### config.mk
export PLATFORM = sky130hd
export DESIGN_NAME = order_line_splitter
export DESIGN_NICKNAME = d
export VERILOG_FILES = /design/src/design/ols_pkg.sv /design/src/design/order_line_splitter.sv
export SDC_FILE = /design/constraint.sdc
export NUM_CORES = 1
export LEC_CHECK = 0
export BUFFER_PORTS_ARGS = -buffer_cell sky130_fd_sc_hd__clkbuf_2
export CORE_MARGIN = 2
export CORE_UTILIZATION = 35
export CTS_BUF_LIST = sky130_fd_sc_hd__clkbuf_8
export DETAILED_ROUTE_END_ITERATION = 6
export GPL_TIMING_DRIVEN = 0
export PLACE_DENSITY = 0.56
export SYNTH_ARGS = -nofsm -noshare
export SYNTH_HDL_FRONTEND = slang
export SYNTH_SLANG_ARGS = --single-unit
export TNS_END_PERCENT = 1
### constraint.sdc
create_clock -name clk -period 11.3 [get_ports clk]
set_input_delay 1.695 -clock clk [delete_from_list [all_inputs] [get_ports clk]]
set_output_delay 1.695 -clock clk [all_outputs]
set_load 0.005 [all_outputs]
### src/design/ols_pkg.sv
`default_nettype none
// ----------------------------------------------------------------------------
// ols_pkg
// Character codes, scan modes and result kinds for the order line splitter.
// ----------------------------------------------------------------------------
package ols_pkg;

  localparam logic [7:0] CH_NL   = 8'h0A;
  localparam logic [7:0] CH_BSL  = 8'h5C;
  localparam logic [7:0] CH_SEMI = 8'h3B;
  localparam logic [7:0] CH_ZERO = 8'h00;

  // scan modes
  localparam logic [1:0] MODE_LINE       = 2'd0;
  localparam logic [1:0] MODE_LINE_BS    = 2'd1;
  localparam logic [1:0] MODE_COMMENT    = 2'd2;
  localparam logic [1:0] MODE_COMMENT_BS = 2'd3;

  // result kinds
  localparam logic KIND_CHAR = 1'b0;
  localparam logic KIND_END  = 1'b1;

  typedef logic [1:0] mode_t;

  // whitespace: HT, LF, VT, FF, CR and space
  function automatic logic is_space(input logic [7:0] b);
    is_space = ((b >= 8'h09) && (b <= 8'h0D)) || (b == 8'h20);
  endfunction

endpackage : ols_pkg
`default_nettype wire

### src/design/order_line_splitter.sv
`default_nettype none
// ----------------------------------------------------------------------------
// order_line_splitter
// Splits a byte stream of order text into order characters and end markers.
// ----------------------------------------------------------------------------
// Each accepted byte queues its results, which leave one per free output
//   slot. A byte that turns a pending backslash literal, or ends the input
//   with n whitespace bytes held, first sends the backslash and the n held
//   bytes (read from memory), then its own result, then a final end marker.
//   No new byte is taken until the queue is empty; output stalls hold it.
//   With no drain the first result is valid the cycle after the transfer.
// Reset: synchronous, active high; the held whitespace memory is not cleared.
module order_line_splitter #(
  parameter int MAX_HELD = 16
) (
  input  wire logic       clk,
  input  wire logic       rst,
  input  wire logic       in_valid,
  output logic            in_ready,
  input  wire logic [7:0] in_byte,
  input  wire logic       end_of_input,
  output logic            out_valid,
  input  wire logic       out_ready,
  output logic            out_kind,
  output logic [7:0]      out_char,
  output logic            last_of_run
);
  import ols_pkg::*;

  localparam int CW = $clog2(MAX_HELD + 1);
  localparam int AW = (MAX_HELD > 1) ? $clog2(MAX_HELD) : 1;

  // sequencer states
  localparam logic [2:0] S_IDLE = 3'd0;
  localparam logic [2:0] S_BS   = 3'd1;
  localparam logic [2:0] S_HELD = 3'd2;
  localparam logic [2:0] S_R    = 3'd3;
  localparam logic [2:0] S_END  = 3'd4;

  // architectural scan state
  mode_t          mode, mode_next;
  logic           order_started, order_started_next;
  logic [CW-1:0]  held_count, held_count_next;

  // held whitespace memory, one write and one registered read port
  logic [7:0]     held_mem [MAX_HELD];
  logic [7:0]     rd_data;
  logic           rd_en;
  logic [AW-1:0]  rd_addr;

  // sequencer registers
  logic [2:0]     seq, seq_next;
  logic [7:0]     byte_q;
  logic [CW-1:0]  drain_cnt;
  logic [AW-1:0]  idx;
  logic           has_r_q, r_end_q, end_q;

  // decode of the incoming byte
  logic           in_fire, free;
  logic           is_nl, is_bsl, is_semi, is_sp;
  logic           pre_drain, post_drain, drain, store, line_proc;
  logic           has_r, r_end, fin_end;
  logic [CW-1:0]  drain_n;
  logic           idx_last;

  // result to load into the output register
  logic           emit, e_kind, e_last;
  logic [7:0]     e_char;

  // The output slot is free when empty or being drained this cycle.
  assign free     = !out_valid || out_ready;
  assign in_ready = (seq == S_IDLE) && free;
  assign in_fire  = in_valid && in_ready;

  assign is_nl   = (in_byte == CH_NL);
  assign is_bsl  = (in_byte == CH_BSL);
  assign is_semi = (in_byte == CH_SEMI);
  assign is_sp   = is_space(in_byte);

  // Work out the whole effect of one byte: new scan state, whether a literal
  // backslash drain is needed, the byte's own result and the final end marker.
  always_comb begin
    mode_next          = mode;
    order_started_next = order_started;
    held_count_next    = held_count;
    pre_drain          = 1'b0;
    store              = 1'b0;
    line_proc          = 1'b0;
    has_r              = 1'b0;
    r_end              = 1'b0;
    case (mode)
      MODE_LINE: begin
        line_proc = 1'b1;
      end
      MODE_LINE_BS: begin
        if (is_nl) begin
          // line join: drop backslash and held whitespace
          mode_next       = MODE_LINE;
          held_count_next = '0;
        end else if (is_sp && (held_count < CW'(MAX_HELD))) begin
          store           = 1'b1;
          held_count_next = held_count + 1'b1;
        end else begin
          // backslash turns literal; the drain sends it and starts an order
          pre_drain          = 1'b1;
          line_proc          = 1'b1;
          mode_next          = MODE_LINE;
          held_count_next    = '0;
          order_started_next = 1'b1;
        end
      end
      MODE_COMMENT: begin
        if (is_nl) begin
          mode_next = MODE_LINE;
        end else if (is_bsl) begin
          mode_next       = MODE_COMMENT_BS;
          held_count_next = '0;
        end
      end
      default: begin
        if (is_nl) begin
          mode_next       = MODE_COMMENT;
          held_count_next = '0;
        end else if (is_bsl) begin
          held_count_next = '0;
        end else if (is_sp && (held_count < CW'(MAX_HELD))) begin
          held_count_next = held_count + 1'b1;
        end else begin
          mode_next       = MODE_COMMENT;
          held_count_next = '0;
        end
      end
    endcase

    if (line_proc) begin
      if (is_nl) begin
        has_r              = order_started_next;
        r_end              = 1'b1;
        order_started_next = 1'b0;
      end else if (is_bsl) begin
        mode_next       = MODE_LINE_BS;
        held_count_next = '0;
      end else if (is_semi) begin
        has_r              = order_started_next;
        r_end              = 1'b1;
        order_started_next = 1'b0;
        mode_next          = MODE_COMMENT;
      end else if (is_sp && !order_started_next) begin
        // drop leading whitespace
      end else begin
        has_r              = 1'b1;
        order_started_next = 1'b1;
      end
    end

    // end of input: a backslash with whitespace held goes out literally
    post_drain = end_of_input && (mode_next == MODE_LINE_BS) && (held_count_next != '0);
    fin_end    = end_of_input &&
                 ((mode_next == MODE_LINE) || (mode_next == MODE_LINE_BS)) &&
                 (order_started_next || post_drain);
    drain      = pre_drain || post_drain;
    drain_n    = pre_drain ? held_count : held_count_next;
  end

  assign idx_last = ((CW'(idx) + CW'(1)) == drain_cnt);

  // Sequencer: emit the queued results one per free output slot.
  always_comb begin
    seq_next = seq;
    emit     = 1'b0;
    e_kind   = KIND_CHAR;
    e_char   = CH_ZERO;
    e_last   = 1'b0;
    rd_en    = 1'b0;
    rd_addr  = '0;
    case (seq)
      S_IDLE: begin
        if (in_fire) begin
          if (drain) begin
            seq_next = S_BS;
          end else if (has_r) begin
            emit     = 1'b1;
            e_kind   = r_end ? KIND_END : KIND_CHAR;
            e_char   = r_end ? CH_ZERO : in_byte;
            e_last   = !fin_end;
            seq_next = fin_end ? S_END : S_IDLE;
          end else if (fin_end) begin
            emit   = 1'b1;
            e_kind = KIND_END;
            e_last = 1'b1;
          end
        end
      end
      S_BS: begin
        if (free) begin
          emit    = 1'b1;
          e_char  = CH_BSL;
          e_last  = (drain_cnt == '0) && !has_r_q && !end_q;
          rd_en   = 1'b1;
          rd_addr = '0;
          if (drain_cnt != '0) begin
            seq_next = S_HELD;
          end else if (has_r_q) begin
            seq_next = S_R;
          end else if (end_q) begin
            seq_next = S_END;
          end else begin
            seq_next = S_IDLE;
          end
        end
      end
      S_HELD: begin
        if (free) begin
          emit   = 1'b1;
          e_char = rd_data;
          e_last = idx_last && !has_r_q && !end_q;
          if (!idx_last) begin
            // prefetch the next held byte
            rd_en   = 1'b1;
            rd_addr = idx + 1'b1;
          end else if (has_r_q) begin
            seq_next = S_R;
          end else if (end_q) begin
            seq_next = S_END;
          end else begin
            seq_next = S_IDLE;
          end
        end
      end
      S_R: begin
        if (free) begin
          emit     = 1'b1;
          e_kind   = r_end_q ? KIND_END : KIND_CHAR;
          e_char   = r_end_q ? CH_ZERO : byte_q;
          e_last   = !end_q;
          seq_next = end_q ? S_END : S_IDLE;
        end
      end
      S_END: begin
        if (free) begin
          emit     = 1'b1;
          e_kind   = KIND_END;
          e_last   = 1'b1;
          seq_next = S_IDLE;
        end
      end
      default: begin
        seq_next = S_IDLE;
      end
    endcase
  end

  // Scan state: advance on every input transfer; end of input returns to reset.
  always_ff @(posedge clk) begin
    if (rst) begin
      mode          <= MODE_LINE;
      order_started <= 1'b0;
      held_count    <= '0;
    end else if (in_fire) begin
      if (end_of_input) begin
        mode          <= MODE_LINE;
        order_started <= 1'b0;
        held_count    <= '0;
      end else begin
        mode          <= mode_next;
        order_started <= order_started_next;
        held_count    <= held_count_next;
      end
    end
  end

  // Held whitespace memory.
  always_ff @(posedge clk) begin
    if (in_fire && store) begin
      held_mem[held_count[AW-1:0]] <= in_byte;
    end
    if (rd_en) begin
      rd_data <= held_mem[rd_addr];
    end
  end

  // Sequencer state and the item captured for a drain.
  always_ff @(posedge clk) begin
    if (rst) begin
      seq <= S_IDLE;
    end else begin
      seq <= seq_next;
    end
  end

  always_ff @(posedge clk) begin
    if (in_fire) begin
      byte_q    <= in_byte;
      drain_cnt <= drain_n;
      has_r_q   <= has_r;
      r_end_q   <= r_end;
      end_q     <= fin_end;
    end
    if (rd_en) begin
      idx <= rd_addr;
    end
  end

  // Output register: load on emit, drop valid once the transfer completes.
  always_ff @(posedge clk) begin
    if (rst) begin
      out_valid <= 1'b0;
    end else if (emit) begin
      out_valid <= 1'b1;
    end else if (out_ready) begin
      out_valid <= 1'b0;
    end
  end

  always_ff @(posedge clk) begin
    if (emit) begin
      out_kind    <= e_kind;
      out_char    <= e_char;
      last_of_run <= e_last;
    end
  end

`ifndef SYNTHESIS
  a_held_bound: assert property (@(posedge clk) disable iff (rst)
    held_count <= CW'(MAX_HELD))
    else $error("held count exceeds capacity");

  a_comment_no_order: assert property (@(posedge clk) disable iff (rst)
    (mode == MODE_COMMENT || mode == MODE_COMMENT_BS) |-> !order_started)
    else $error("order still open inside a comment");

  a_end_char_zero: assert property (@(posedge clk) disable iff (rst)
    (out_valid && (out_kind == KIND_END)) |-> (out_char == CH_ZERO))
    else $error("end marker carries a character");

  a_end_state_emits: assert property (@(posedge clk) disable iff (rst)
    (seq == S_END && free) |=> (out_valid && out_kind == KIND_END && last_of_run))
    else $error("final end marker not emitted");

  a_held_nonempty: assert property (@(posedge clk) disable iff (rst)
    (seq == S_HELD) |-> (drain_cnt != '0))
    else $error("drain of held bytes with nothing held");
`endif

endmodule : order_line_splitter
`default_nettype wire

# After elaboration in Yosys (flattened, before gate mapping)
# Memory sizes are Yosys's and may differ from the RTL's. A register that Yosys moved wholly into a read port is not among the register bits.
# Cells that the tools add are included.
# word_totals
reg_bits	42
mem_count	1
ramBits	128
# classes
n_reduce_logical	33
order_cmp	3
n_mux	102
eq_ne	19
addsub	3
# memory_table
name	depth	width	read_ports	rd_ports_with_merged_regs	wr	line_no	rtl
held_mem	16	8	1	1	1	order_line_splitter.sv:46	logic [7:0] held_mem [MAX_HELD];
# op_table
operator	count
two-way mux 8 bit	7
two-way mux 5 bit	11
two-way mux 1 bit	47
two-way mux 3 bit	12
one-hot mux 8 bit (4 select lines)	1
two-way mux 2 bit	12
== test 8 x 6 -> 1 bit (second input constant)	2
one-hot mux 3 bit (5 select lines)	1
one-hot mux 5 bit (3 select lines)	1
logical AND 1 bit	14
two-way mux 4 bit	3
!= test 2 bit (second input constant)	6
nonzero test 5 bit	2
== test 8 x 4 -> 1 bit (second input constant)	1
== test 8 x 7 -> 1 bit (second input constant)	1
greater-or-equal comparator 8 x 4 -> 1 bit (second input constant)	1
<= comparator 8 x 4 -> 1 bit (second input constant)	1
two-way mux 7 bit	1
AND reduction 7 bit	1
== test 3 x 2 -> 1 bit (second input constant)	2
one-hot mux 1 bit (2 select lines)	3
one-hot mux 2 bit (3 select lines)	1
adder 4 x 1 -> 5 bit (second input constant)	1
adder 5 x 1 -> 5 bit (second input constant)	1
other kinds (17)	27

# Logic depth before layout (Yosys ltp)
# Gate-level depths: netlist (run 1).
# depth
depth_word	23
mapped_depth	12

# Least setup slack after synthesis (run 1)
# OpenSTA, ideal clock, no wires.
# synth_path
path_kind	input to register
start	input port in_byte[2]
end	register last_of_run (enable)
path_stages	12
t_required_ps	10920
t_arrival_ps	4863
n_path_buf	1
path_slack_ps	6056
setup_ps	380
path_cell_list	or4b_4 > or3_4 > and2_4 > buf_6 > nand2_1 > a2111oi_0 > a2111oi_0 > or2_2 > inv_1 > ha_1 > or3_1 > a21oi_1
# synth_between
elab_chain_cells	22
elab_cells_between_ends	65
classes_between	order compare (2); eq/ne (5); mux (44); reduce/logical (14)
# synth_lines
item	line_no	rtl
start: declaration	order_line_splitter.sv:20	input wire logic [7:0] in_byte,
greater-or-equal comparator 8 x 4 -> 1 bit / <= comparator 8 x 4 -> 1 bit (equally long branches)	ols_pkg.sv:27	is_space = ((b >= 8'h09) && (b <= 8'h0D)) || (b == 8'h20);
logical AND 1 bit	ols_pkg.sv:27	
logical OR 1 bit	ols_pkg.sv:27	
logical AND 1 bit	order_line_splitter.sv:100, order_line_splitter.sv:126	
two-way mux 2 bit	order_line_splitter.sv:126	end else if (is_sp && (held_count < CW'(MAX_HELD))) begin
two-way mux 2 bit	order_line_splitter.sv:124	end else if (is_bsl) begin
two-way mux 2 bit	order_line_splitter.sv:121	if (is_nl) begin
one-hot mux 2 bit (3 select lines)	order_line_splitter.sv:91	case (mode)
(+8 left out)	n/a	
logical AND 1 bit (*)	order_line_splitter.sv:159	((mode_next == MODE_LINE) || (mode_next == MODE_LINE_BS)) &&
net fin_end	order_line_splitter.sv:62	logic has_r, r_end, fin_end;
two-way mux 1 bit (*)	order_line_splitter.sv:187	end else if (fin_end) begin
two-way mux 1 bit (*)	order_line_splitter.sv:181	end else if (has_r) begin
two-way mux 1 bit (*)	order_line_splitter.sv:179	if (drain) begin
two-way mux 1 bit (*)	order_line_splitter.sv:178	if (in_fire) begin
one-hot mux 1 bit (2 select lines) (*)	order_line_splitter.sv:176	case (seq)
net emit	order_line_splitter.sv:67	logic emit, e_kind, e_last;
end signal: assignment	order_line_splitter.sv:319	last_of_run <= e_last;
end: declaration	order_line_splitter.sv:26	output logic last_of_run
# The timed path passes the listed nets; every way through them passes the cells marked *.
# A chain may end at the register's enable or synchronous reset.

# Worst setup path in the final report (run 1)
# layout_path
start	input port in_byte[3]
end	register out_kind (enable)
# layout_between
elab_chain_cells	22
elab_cells_between_ends	65
classes_between	order compare (2); eq/ne (5); mux (44); reduce/logical (14)
# layout_lines
item	line_no	rtl
greater-or-equal comparator 8 x 4 -> 1 bit / <= comparator 8 x 4 -> 1 bit (equally long branches)	ols_pkg.sv:27	
logical AND 1 bit	ols_pkg.sv:27	
logical OR 1 bit	ols_pkg.sv:27	
logical AND 1 bit	order_line_splitter.sv:100, order_line_splitter.sv:126	
two-way mux 2 bit	order_line_splitter.sv:126	
two-way mux 2 bit	order_line_splitter.sv:124	
two-way mux 2 bit	order_line_splitter.sv:121	
one-hot mux 2 bit (3 select lines)	order_line_splitter.sv:91	
(+8 left out)	n/a	
logical AND 1 bit (*)	order_line_splitter.sv:159	
net fin_end	order_line_splitter.sv:62	
two-way mux 1 bit (*)	order_line_splitter.sv:187	
two-way mux 1 bit (*)	order_line_splitter.sv:181	
two-way mux 1 bit (*)	order_line_splitter.sv:179	
two-way mux 1 bit (*)	order_line_splitter.sv:178	
one-hot mux 1 bit (2 select lines) (*)	order_line_splitter.sv:176	
net emit	order_line_splitter.sv:67	
end signal: assignment	order_line_splitter.sv:317	out_kind <= e_kind;
end: declaration	order_line_splitter.sv:24	output logic out_kind,
# Marks and branches as above.

==> run summary, run 1 <==
RePlAce Congestion: 0.858
final WL: 17.8 mm
Synth Flop Type: edfxtp_1
post-DP HPWL: 12.2 mm
Worst-Margin Slew: 1.22 ns
die height: 155 um
layout cells sized above 1: 15.2%
Slew Viols, Final: 0
Finish-stage setup viols: 0
Mean Syn Cell Area: 14.0 sq um
family with the most delay on the worst path: simple AND/OR/NAND/NOR gates
via count: 4875
#FFs+latches synth: 178
Die Width: 155 um
initial antenna violation count: 0
setup TNS: 0 ns
critical path launch point type: input pin
reg-to-reg slack, setup: 7.13 ns
Pwr Density: 139 mW/mm^2
Hold Fails Final Rpt: 0
setup bufs post-CTS: 0
Final period util: 55.8%
Unique masters post-synth: 67
hold crit path type: flop to flop
row cnt: 55
Max Cap Viol: 0
status: finished clean
fmax: 159 MHz
first-pass detailed-route iteration total: 5
initial drt markers: 374
post-CTS resize count: 0
IO Port Bufs: 24
Clock transition at path regs: 0.09 ns
Rel. slew slack: 18.6%
cells along the critical path: clkbuf_2 -> or3b_2 -> nor3_1 -> a2111oi_0 -> a2111oi_0 -> or2_2 -> inv_1 -> ha_1 -> or3_1 -> a21oi_1
Worst Hold Depth: 2
total grt overflow: 0
Core Area: 0.0224 sq mm
clock root buffer: clkbuf_8
die area: 0.0239 sq mm
starting density of the core: 35.4%
Mapped Nets: 588
Cells after DPL: 878
CP endpoint kind: flop
worst path arrival time: 6.40 ns
most frequent cells in the layout: edfxtp_1, mux2i_1, nor2_1
maximum buffer depth of the clock tree: 2
post-DR wirelength/cell: 19.6 um
Total GRT Usage: 15.5%
Worst VDD drop: 84.4 uV
Critical Path Start: in_byte[3]
Post-Synthesis Cells: 569
vias in the first global route: 5010
Tmin final: 6.30 ns
data required time at the worst endpoint: 11.39 ns
Synth warnings: 0
commonest non-fill, non-tap cell in the layout: edfxtp_1
Antenna Violating Nets Remaining: 0
htree depth: 4
TritonCTS buffer count: 17
Clock Sinks: 178
worst-path maximum fanout: 22
synthesized area: 0.00795 sq mm
Leak: 0.00291 uW
skew final: 0.0139 ns
Layout Utilization: 39.3%
RR Startpoint: held_count[4]
Async SR Flop Fraction: 0%
Worst-Skew Late Latency: 0.47 ns
via-per-instance ratio: 5.35
largest net degree at the start of global routing: 26
delay of the slowest critical-path stage: 0.90 ns
RR Endpoint: out_kind
final non-filler cell total: 911
CP endpoint: out_kind
DRC viols: 0
most frequent CP cell: a2111oi_0
Seq/Total Area, Yosys: 65.8%
Stages on worst setup path: 10
hold-fix buffers at CTS: 0
CTS tree: yes
Crit path buffers/inverters: 2
RSZ-0062 raised after global routing: no
Slowest-stage cell, CP: nor3_1
CP Class: input pin to flop
Area growth syn-to-layout: 10.9%
Final nets: 632
Inserted Diodes: 0
num ports: 25
reg2reg path depth: 11
first-pass GRT wire length: 28.0 mm
Post-synth EDFFs: 166
-- registers in the layout, indices dropped and copies added, names as in the netlist, 2 cells and up --
signal / cells
rd_data: 8
idx: 4
held_mem: 128
seq: 3
drain_cnt: 5
held_count: 5
byte_q: 8
out_char: 8
mode: 2
-- layout make-up --
class | instances | area (sq um)
Timing Repair Buffer | 25 | 128
Multi-Input combinational cell | 350 | 2540
Inverter | 19 | 71.3
Clock inverter | 15 | 145
Sequential cell | 178 | 5230
Tap cell | 285 | 357
Buffer | 22 | 108
Fill cell | 2069 | 13600
Clock buffer | 17 | 234
-- metal layers --
| layer | GRT usage, % | wire, um |
|---|---|---|
| met5 | 0 | 0 |
| met3 | 3.19 | 626 |
| met2 | 26.0 | 8730 |
| met4 | 5.42 | 274 |
| met1 | 20.2 | 8190 |
-- worst reg2reg max path: cells and delay by family, from the launching register on --
family | cells | cell delay [ns]
AND/OR/NAND/NOR | 5 | 1.26
adder cells (fa/ha/maj) | 1 | 0.16
flip-flops | 1 | 0.38
AO/OA/AOI/OAI | 3 | 1.83
buffers and inverters | 2 | 0.18
-- power breakdown --
part	switching, uW	internal, uW	total, uW
logic	42.3	19.7	62.0
clock network	242	180	422
registers	5.82	734	740
total	290	934	1220
-- Yosys cell counts, types with 2 or more instances --
cell | number | share of area [%]
edfxtp_1 | 166 | 63
nand4b_1 | 2 | 0.22
nand2_1 | 41 | 1.9
nand3b_1 | 2 | 0.19
dfxtp_1 | 12 | 3.0
o211a_1 | 9 | 1.1
o2bb2ai_1 | 9 | 0.99
a211o_1 | 2 | 0.22
nand3_1 | 10 | 0.63
clkbuf_1 | 12 | 0.57
xnor2_1 | 3 | 0.33
buf_4 | 2 | 0.19
nor4b_1 | 2 | 0.22
or4_4 | 2 | 0.28
a21o_1 | 2 | 0.19
and2_4 | 2 | 0.22
a22oi_1 | 16 | 1.5
a21oi_1 | 20 | 1.3
nand4_1 | 3 | 0.24
a221o_1 | 8 | 1.0
mux2_2 | 8 | 1.1
ha_1 | 6 | 0.94
mux4_2 | 8 | 2.3
nor4_1 | 4 | 0.31
inv_1 | 17 | 0.80
nor2b_1 | 10 | 0.79
nand2b_1 | 9 | 0.71
xor2_1 | 3 | 0.33
mux2i_1 | 48 | 6.0
a31oi_1 | 2 | 0.16
or4_1 | 3 | 0.28
nor2_1 | 42 | 2.0
buf_2 | 4 | 0.25
or2_2 | 2 | 0.16
buf_1 | 2 | 0.095
a2111oi_0 | 4 | 0.44
inv_2 | 2 | 0.095
o21ai_0 | 29 | 1.8
or3_1 | 2 | 0.16
nor3_1 | 12 | 0.76
-- how the worst min path moves through the flow --
stage          slack [ns]     startpoint            end
3_3_place_gp         0.51  order_started  order_started
4_1_cts              0.53  order_started  order_started
5_1_grt              0.58  order_started  order_started
2_1_floorplan        0.47  order_started  order_started
6_report             0.54  order_started  order_started
3_5_place_dp         0.51  order_started  order_started
-- metrics by stage --
step                hold slack, ns  instance area [sq um]  setup slack [ns]  power, uW
detailed placement           0.511                   8420              4.63        818
CTS                          0.533                   8800              5.15       1240
global route                 0.584                   8810              4.70       1270
floorplan                    0.474                   7950              6.06        786
global placement             0.512                   8420              4.85        816
finish                       0.540                   8810              5.00       1220
-- logic make-up (layout without fill, tap and decap cells) --
group	Yosys count	in the layout	synth area share, %
xor gates and xnor gates	6	6	0.662
and+or+nand+nor	161	161	10.5
buffers and inverters	41	98	2.25
adders and majority gates	6	6	0.945
AOI/OAI and AO/OA	113	113	10.4
DFF	178	178	65.8
muxes	64	64	9.45
Note: power is estimated with default switching activity, not from simulation.
==> inputs of run 2 (changes only) <==
--- a/config.mk
+++ b/config.mk
@@ -5,13 +5,14 @@
 export SDC_FILE = /design/constraint.sdc
 export NUM_CORES = 1
 export LEC_CHECK = 0
+export ABC_AREA = 1
 export BUFFER_PORTS_ARGS = -buffer_cell sky130_fd_sc_hd__clkbuf_2
 export CORE_MARGIN = 2
 export CORE_UTILIZATION = 35
 export CTS_BUF_LIST = sky130_fd_sc_hd__clkbuf_8
 export DETAILED_ROUTE_END_ITERATION = 6
 export GPL_TIMING_DRIVEN = 0
-export PLACE_DENSITY = 0.56
+export PLACE_DENSITY = 0.58
 export SYNTH_ARGS = -nofsm -noshare
 export SYNTH_HDL_FRONTEND = slang
 export SYNTH_SLANG_ARGS = --single-unit
==> constraint.sdc (replaced) <==
create_clock -name clk -period 5.5 [get_ports clk]
set_input_delay 0.825 -clock clk [delete_from_list [all_inputs] [get_ports clk]]
set_output_delay 0.825 -clock clk [all_outputs]
set_load 0.005 [all_outputs]
==> run 2 against run 1 <==
Routed wire length grew 9.2%. Sequential power rose by 100%. Combinational power rose by 44%. Register-to-register slack worse by 4.6 ns. First-iteration DRC count rose by 34%. Synthesized area rose by 0.27%. Final area increased by 0.24%. Non-clock buffer count increased by 4. Critical path type unchanged. Synthesized cell count is 34% higher. Critical path depth grew 4.
==> run summary, run 2 <==
final worst-path setup slack: 1.93 ns
setup TNS: 0 ns
max reg flops: 128
layout cells sized above 1: 12.3%
Max Cap Viol: 0
reg-to-reg slack, setup: 2.51 ns
die height: 155 um
skew final: 0.0144 ns
first-pass GRT wire length: 30.1 mm
Worst-Margin Slew: 1.22 ns
Synth warnings: 0
Post-Synthesis Cells: 762
critical path launch point type: input pin
setup bufs post-CTS: 0
via-per-instance ratio: 5.04
Mean Syn Cell Area: 10.5 sq um
row cnt: 55
final WL: 19.5 mm
first-pass detailed-route iteration total: 5
Pwr Total: 2460 uW
DRC viols: 0
Slew Viols, Final: 0
Worst-Skew Late Latency: 0.47 ns
Synth Flop Type: edfxtp_1
Slowest-stage cell, CP: o21ai_0
#FFs+latches synth: 178
Hold Fails Final Rpt: 0
Seq/Total Area, Yosys: 65.6%
Total GRT Usage: 16.7%
Pwr Density: 278 mW/mm^2
CTS tree: yes
delay of the slowest critical-path stage: 0.45 ns
Antenna Violating Nets Remaining: 0
CP Class: input pin to flop
most frequent cells after synthesis: edfxtp_1, nor2_1, nand2_1
WHS: 0.481 ns
RSZ-0062 raised after global routing: no
Final period util: 64.8%
Tmin final: 3.57 ns
Synth top area share: 62.6%
Rel. slew slack: 17.8%
initial antenna violation count: 0
final non-filler cell total: 1103
starting density of the core: 35.4%
Synth area leader: edfxtp_1
die area: 0.0240 sq mm
post-CTS resize count: 0
RePlAce Congestion: 0.871
vias in the first global route: 5224
fmax: 280 MHz
Finish-stage setup viols: 0
CP endpoint kind: flop
TritonCTS buffer count: 17
Mapped Nets: 781
Final nets: 824
cells along the critical path: clkbuf_2 -> inv_1 -> nand2_1 -> nor2_1 -> nand2_1 -> clkbuf_1 -> nand2_1 -> nand3_1 -> o21bai_4 -> nand2_1 -> inv_1 -> ha_1 -> or2_1 -> o21ai_0
Inserted Diodes: 0
count leader, synth: edfxtp_1
IO Port Bufs: 24
Clock transition at path regs: 0.10 ns
hold-fix buffers at CTS: 0
num ports: 25
hold crit path type: flop to flop
maximum buffer depth of the clock tree: 2
post-DP HPWL: 13.3 mm
status: finished clean
largest net degree at the start of global routing: 22
most frequent CP cell: nand2_1
Cells after DPL: 1071
commonest non-fill, non-tap cell in the layout: edfxtp_1
worst-path maximum fanout: 21
Place WS: 1.39 ns
worst path arrival time: 3.65 ns
via count: 5559
Unique masters post-synth: 42
synthesized area: 0.00797 sq mm
Async SR Flop Fraction: 0%
most frequent cells in the layout: edfxtp_1, nor2_1, nand2_1
Area growth syn-to-layout: 10.8%
Die Width: 155 um
Core Area: 0.0225 sq mm
Leak: 0.00320 uW
clock root buffer: clkbuf_8
Worst VDD drop: 129 uV
post-DR wirelength/cell: 17.6 um
initial drt markers: 501
Clock Sinks: 178
data required time at the worst endpoint: 5.59 ns
Synth area leaders: edfxtp_1, nor2_1, nand2_1, nand3_1, o21ai_1
Post-synth EDFFs: 166
total grt overflow: 0
htree depth: 4
## run 2: cell types whose count changed in the layout (fill, tap and decap cells not counted), moves of 9 or more
| cell | previous run | this run |
|---|---|---|
| a22oi_1 | 16 | 4 |
| inv_1 | 17 | 42 |
| mux2i_1 | 48 | 0 |
| nand2_1 | 41 | 130 |
| nand2b_1 | 9 | 0 |
| nand3_1 | 10 | 68 |
| nor2_1 | 42 | 154 |
| nor2b_1 | 10 | 0 |
| o211a_1 | 9 | 0 |
| o21ai_1 | 1 | 53 |
| o2bb2ai_1 | 9 | 0 |
## run 2: final cells by class
type                            count  area, sq um
Fill cell                        2147        13700
Buffer                             27          176
Clock buffer                       17          234
Tap cell                          285          357
Inverter                           50          188
Clock inverter                     15          148
Multi-Input combinational cell    507         2380
Timing Repair Buffer               24          120
Sequential cell                   178         5230
## run 2: metal layers
layer	track usage [%]	up-vias	routed length, um
li1	-	2717	-
met3	2.73	28	955
met5	0	-	0
met2	26.4	160	8950
met1	23.8	2654	9200
met4	5.20	0	344
## run 2: logic make-up after synthesis
kind of cell	count (synthesis)	share of synthesized area [%]
AO/OA/AOI/OAI	109	7.40
adder cells (fa/ha/maj)	6	0.942
flip-flops	178	65.6
buffers and inverters	77	4.57
XOR/XNOR	4	0.534
AND/OR/NAND/NOR	388	21.0
## run 2: worst max-delay path, delay by kind of cell
family / cells / cell delay, ns
buffers and inverters: 4 / 1.06
adders and majority gates: 1 / 0.16
AOI/OAI and AO/OA: 2 / 0.55
and+or+nand+nor: 7 / 1.02
## run 2: final timing paths
check           startpoint       endpoint  cells past startpoint
max             in_byte[0]    out_char[5]                     14
min          order_started  order_started                      2
max reg2reg        mode[0]    out_char[5]                     14
min reg2reg  order_started  order_started                      2
## run 2: report_power, final
group | leakage (uW) | internal [uW] | total, uW | switching, uW
logic | 0.00140 | 22.3 | 89.0 | 66.7
clock network | 0.000189 | 334 | 862 | 528
registers | 0.00161 | 1500 | 1500 | 6.33
## run 2: through the flow
step,cell area (sq um),utilization (%)
2_1_floorplan,7970,-
3_3_place_gp,8440,37.5
3_5_place_dp,8440,37.5
4_1_cts,8820,39.2
5_1_grt,8830,39.2
6_report,8830,39.2
==> inputs of run 3 (changes only) <==
--- a/config.mk
+++ b/config.mk
@@ -12,7 +12,7 @@
 export CTS_BUF_LIST = sky130_fd_sc_hd__clkbuf_8
 export DETAILED_ROUTE_END_ITERATION = 6
 export GPL_TIMING_DRIVEN = 0
-export PLACE_DENSITY = 0.58
+export PLACE_DENSITY = 0.56
 export SYNTH_ARGS = -nofsm -noshare
 export SYNTH_HDL_FRONTEND = slang
 export SYNTH_SLANG_ARGS = --single-unit
==> constraint.sdc (replaced) <==
create_clock -name clk -period 3.4 [get_ports clk]
set_input_delay 0.51 -clock clk [delete_from_list [all_inputs] [get_ports clk]]
set_output_delay 0.51 -clock clk [all_outputs]
set_load 0.005 [all_outputs]
==> run 3 against run 2 <==
Non-clock buffer count stayed put. Register-to-register slack worse by 2.1 ns. Critical path depth is 2 higher. Die area stayed put. Flip-flop and latch count is the same. Routed wire length up 3.0%. First-iteration DRC count shrank 6.8%. Cell count about the same. Sequential share of layout area barely moved. Critical path type unchanged. Critical endpoint is now out_char[1].
==> run summary, run 3 (synthesis results as in run 2) <==
status: finished clean
skew final: 0.0119 ns
row cnt: 55
first-pass GRT wire length: 30.8 mm
sw frac: 23.6%
P_int: 3060 uW
DRC viols: 0
final instance area: 0.00884 sq mm
Total GRT Usage: 17.2%
die area: 0.0240 sq mm
clock share of power: 35.6%
most frequent cells in the layout: edfxtp_1, nor2_1, nand2_1
worst path arrival time: 3.20 ns
hold-fix buffers at CTS: 0
post-DR wirelength/cell: 18.2 um
htree depth: 4
RePlAce Congestion: 0.872
Clock transition at path regs: 0.10 ns
RSZ-0062 raised after global routing: no
first-pass detailed-route iteration total: 6
IO Port Bufs: 24
initial antenna violation count: 0
Layout Utilization: 39.3%
RR Startpoint: out_valid
Switch Pwr: 947 uW
Core Area: 0.0225 sq mm
max reg flops: 128
data required time at the worst endpoint: 3.51 ns
Worst-Margin Slew: 1.22 ns
Die Width: 155 um
die height: 155 um
Slew Viols, Final: 0
Max Cap Viol: 0
Final period util: 90.9%
Cells after DPL: 1071
layout cells sized above 1: 12.5%
CP Class: input pin to flop
Place WS: -0.435 ns
Clock Sinks: 178
hold crit path type: input pin to flop
post-place instance area: 0.00845 sq mm
Finish-stage setup viols: 0
Hold Fails Final Rpt: 0
via count: 5586
combinational share of power: 3.7%
Tmin final: 3.09 ns
reg-to-reg slack, setup: 0.44 ns
Seq pwr share: 60.7%
Rel. slew slack: 17.8%
total grt overflow: 0
starting density of the core: 35.4%
Leak: 0.00320 uW
Worst VDD drop: 204 uV
Area growth syn-to-layout: 10.9%
setup bufs post-CTS: 0
final worst-path setup slack: 0.309 ns
hold_sp: rst
vias in the first global route: 5344
via-per-instance ratio: 5.07
post-DP HPWL: 13.7 mm
critical path launch point type: input pin
maximum buffer depth of the clock tree: 2
Critical Path Start: in_byte[7]
num ports: 25
TritonCTS buffer count: 17
final WL: 20.0 mm
worst-path maximum fanout: 20
CP endpoint kind: flop
CTS tree: yes
Pwr Density: 454 mW/mm^2
final non-filler cell total: 1102
largest net degree at the start of global routing: 22
setup TNS: 0 ns
Final nets: 824
clock root buffer: clkbuf_8
commonest non-fill, non-tap cell in the layout: edfxtp_1
Antenna Violating Nets Remaining: 0
initial drt markers: 467
Worst-Skew Late Latency: 0.46 ns
fmax: 324 MHz
Inserted Diodes: 0
## run 3: changes by cell type in the layout (fill, tap and decap cells not counted)
cell        before  now
clkinv_4         3    1
inv_8            2    3
o21ai_2          0    1
clkinv_1         2    0
clkinv_8         3    1
clkinvlp_4       1    3
bufinv_16        0    1
inv_1           42   43
o21ai_0         26   25
## run 3: repair_timing
action | in CTS | in global routing
endpoints found under the hold margin | 0 | 0
endpoints found under the setup margin | 0 | 10
gates resized for setup | 0 | 2
## run 3: metal layers
metal	track usage (%)	part of all wire [%]	wire length (um)	vias up
met1	24.0	45	9090	2675
met5	0	0	0	-
met2	27.7	48	9560	176
met4	4.81	1.5	299	0
met3	3.06	5.4	1090	20
li1	-	-	-	2715
## run 3: final timing paths
path                          end  cells after the start
setup / recovery      out_char[1]                     16
hold / removal             seq[0]                      2
setup reg to reg  held_mem[11][2]                      8
hold reg to reg     order_started                      2
## run 3: metrics by stage
stage,hold WS (ns),total power [uW]
2_1_floorplan,0.444,2550
3_3_place_gp,0.456,2630
3_5_place_dp,0.467,2630
4_1_cts,0.191,4040
5_1_grt,0.191,4150
6_report,0.219,4010
## run 3: area by class of cell
class / instances / area [sq um]
Fill cell: 2158 / 13700
Sequential cell: 178 / 5230
Multi-Input combinational cell: 507 / 2390
Tap cell: 285 / 357
Clock buffer: 17 / 234
Inverter: 50 / 188
Buffer: 27 / 176
Clock inverter: 14 / 150
Timing Repair Buffer: 24 / 120
## run 3: worst max-delay path, cell delays in order
cell and delay, ns:
clkbuf_2 0.38, nor2_1 0.29, nand2_1 0.14, nor2_1 0.10, nand2_1 0.07, nand2_2 0.13
nand4_2 0.16, o21bai_1 0.23, nand2_1 0.09, nand3_1 0.15, o21bai_4 0.10, nand2_1 0.14
inv_1 0.06, ha_1 0.17, or2_1 0.25, o21ai_2 0.20
## run 3: power by group through the flow
stage | logic [uW] | clock network (uW) | registers [uW]
global route | 166 | 1540 | 2440
CTS | 148 | 1460 | 2430
detailed placement | 148 | 0 | 2480
finish | 146 | 1430 | 2430
floorplan | 63.2 | 0 | 2480
global placement | 146 | 0 | 2480
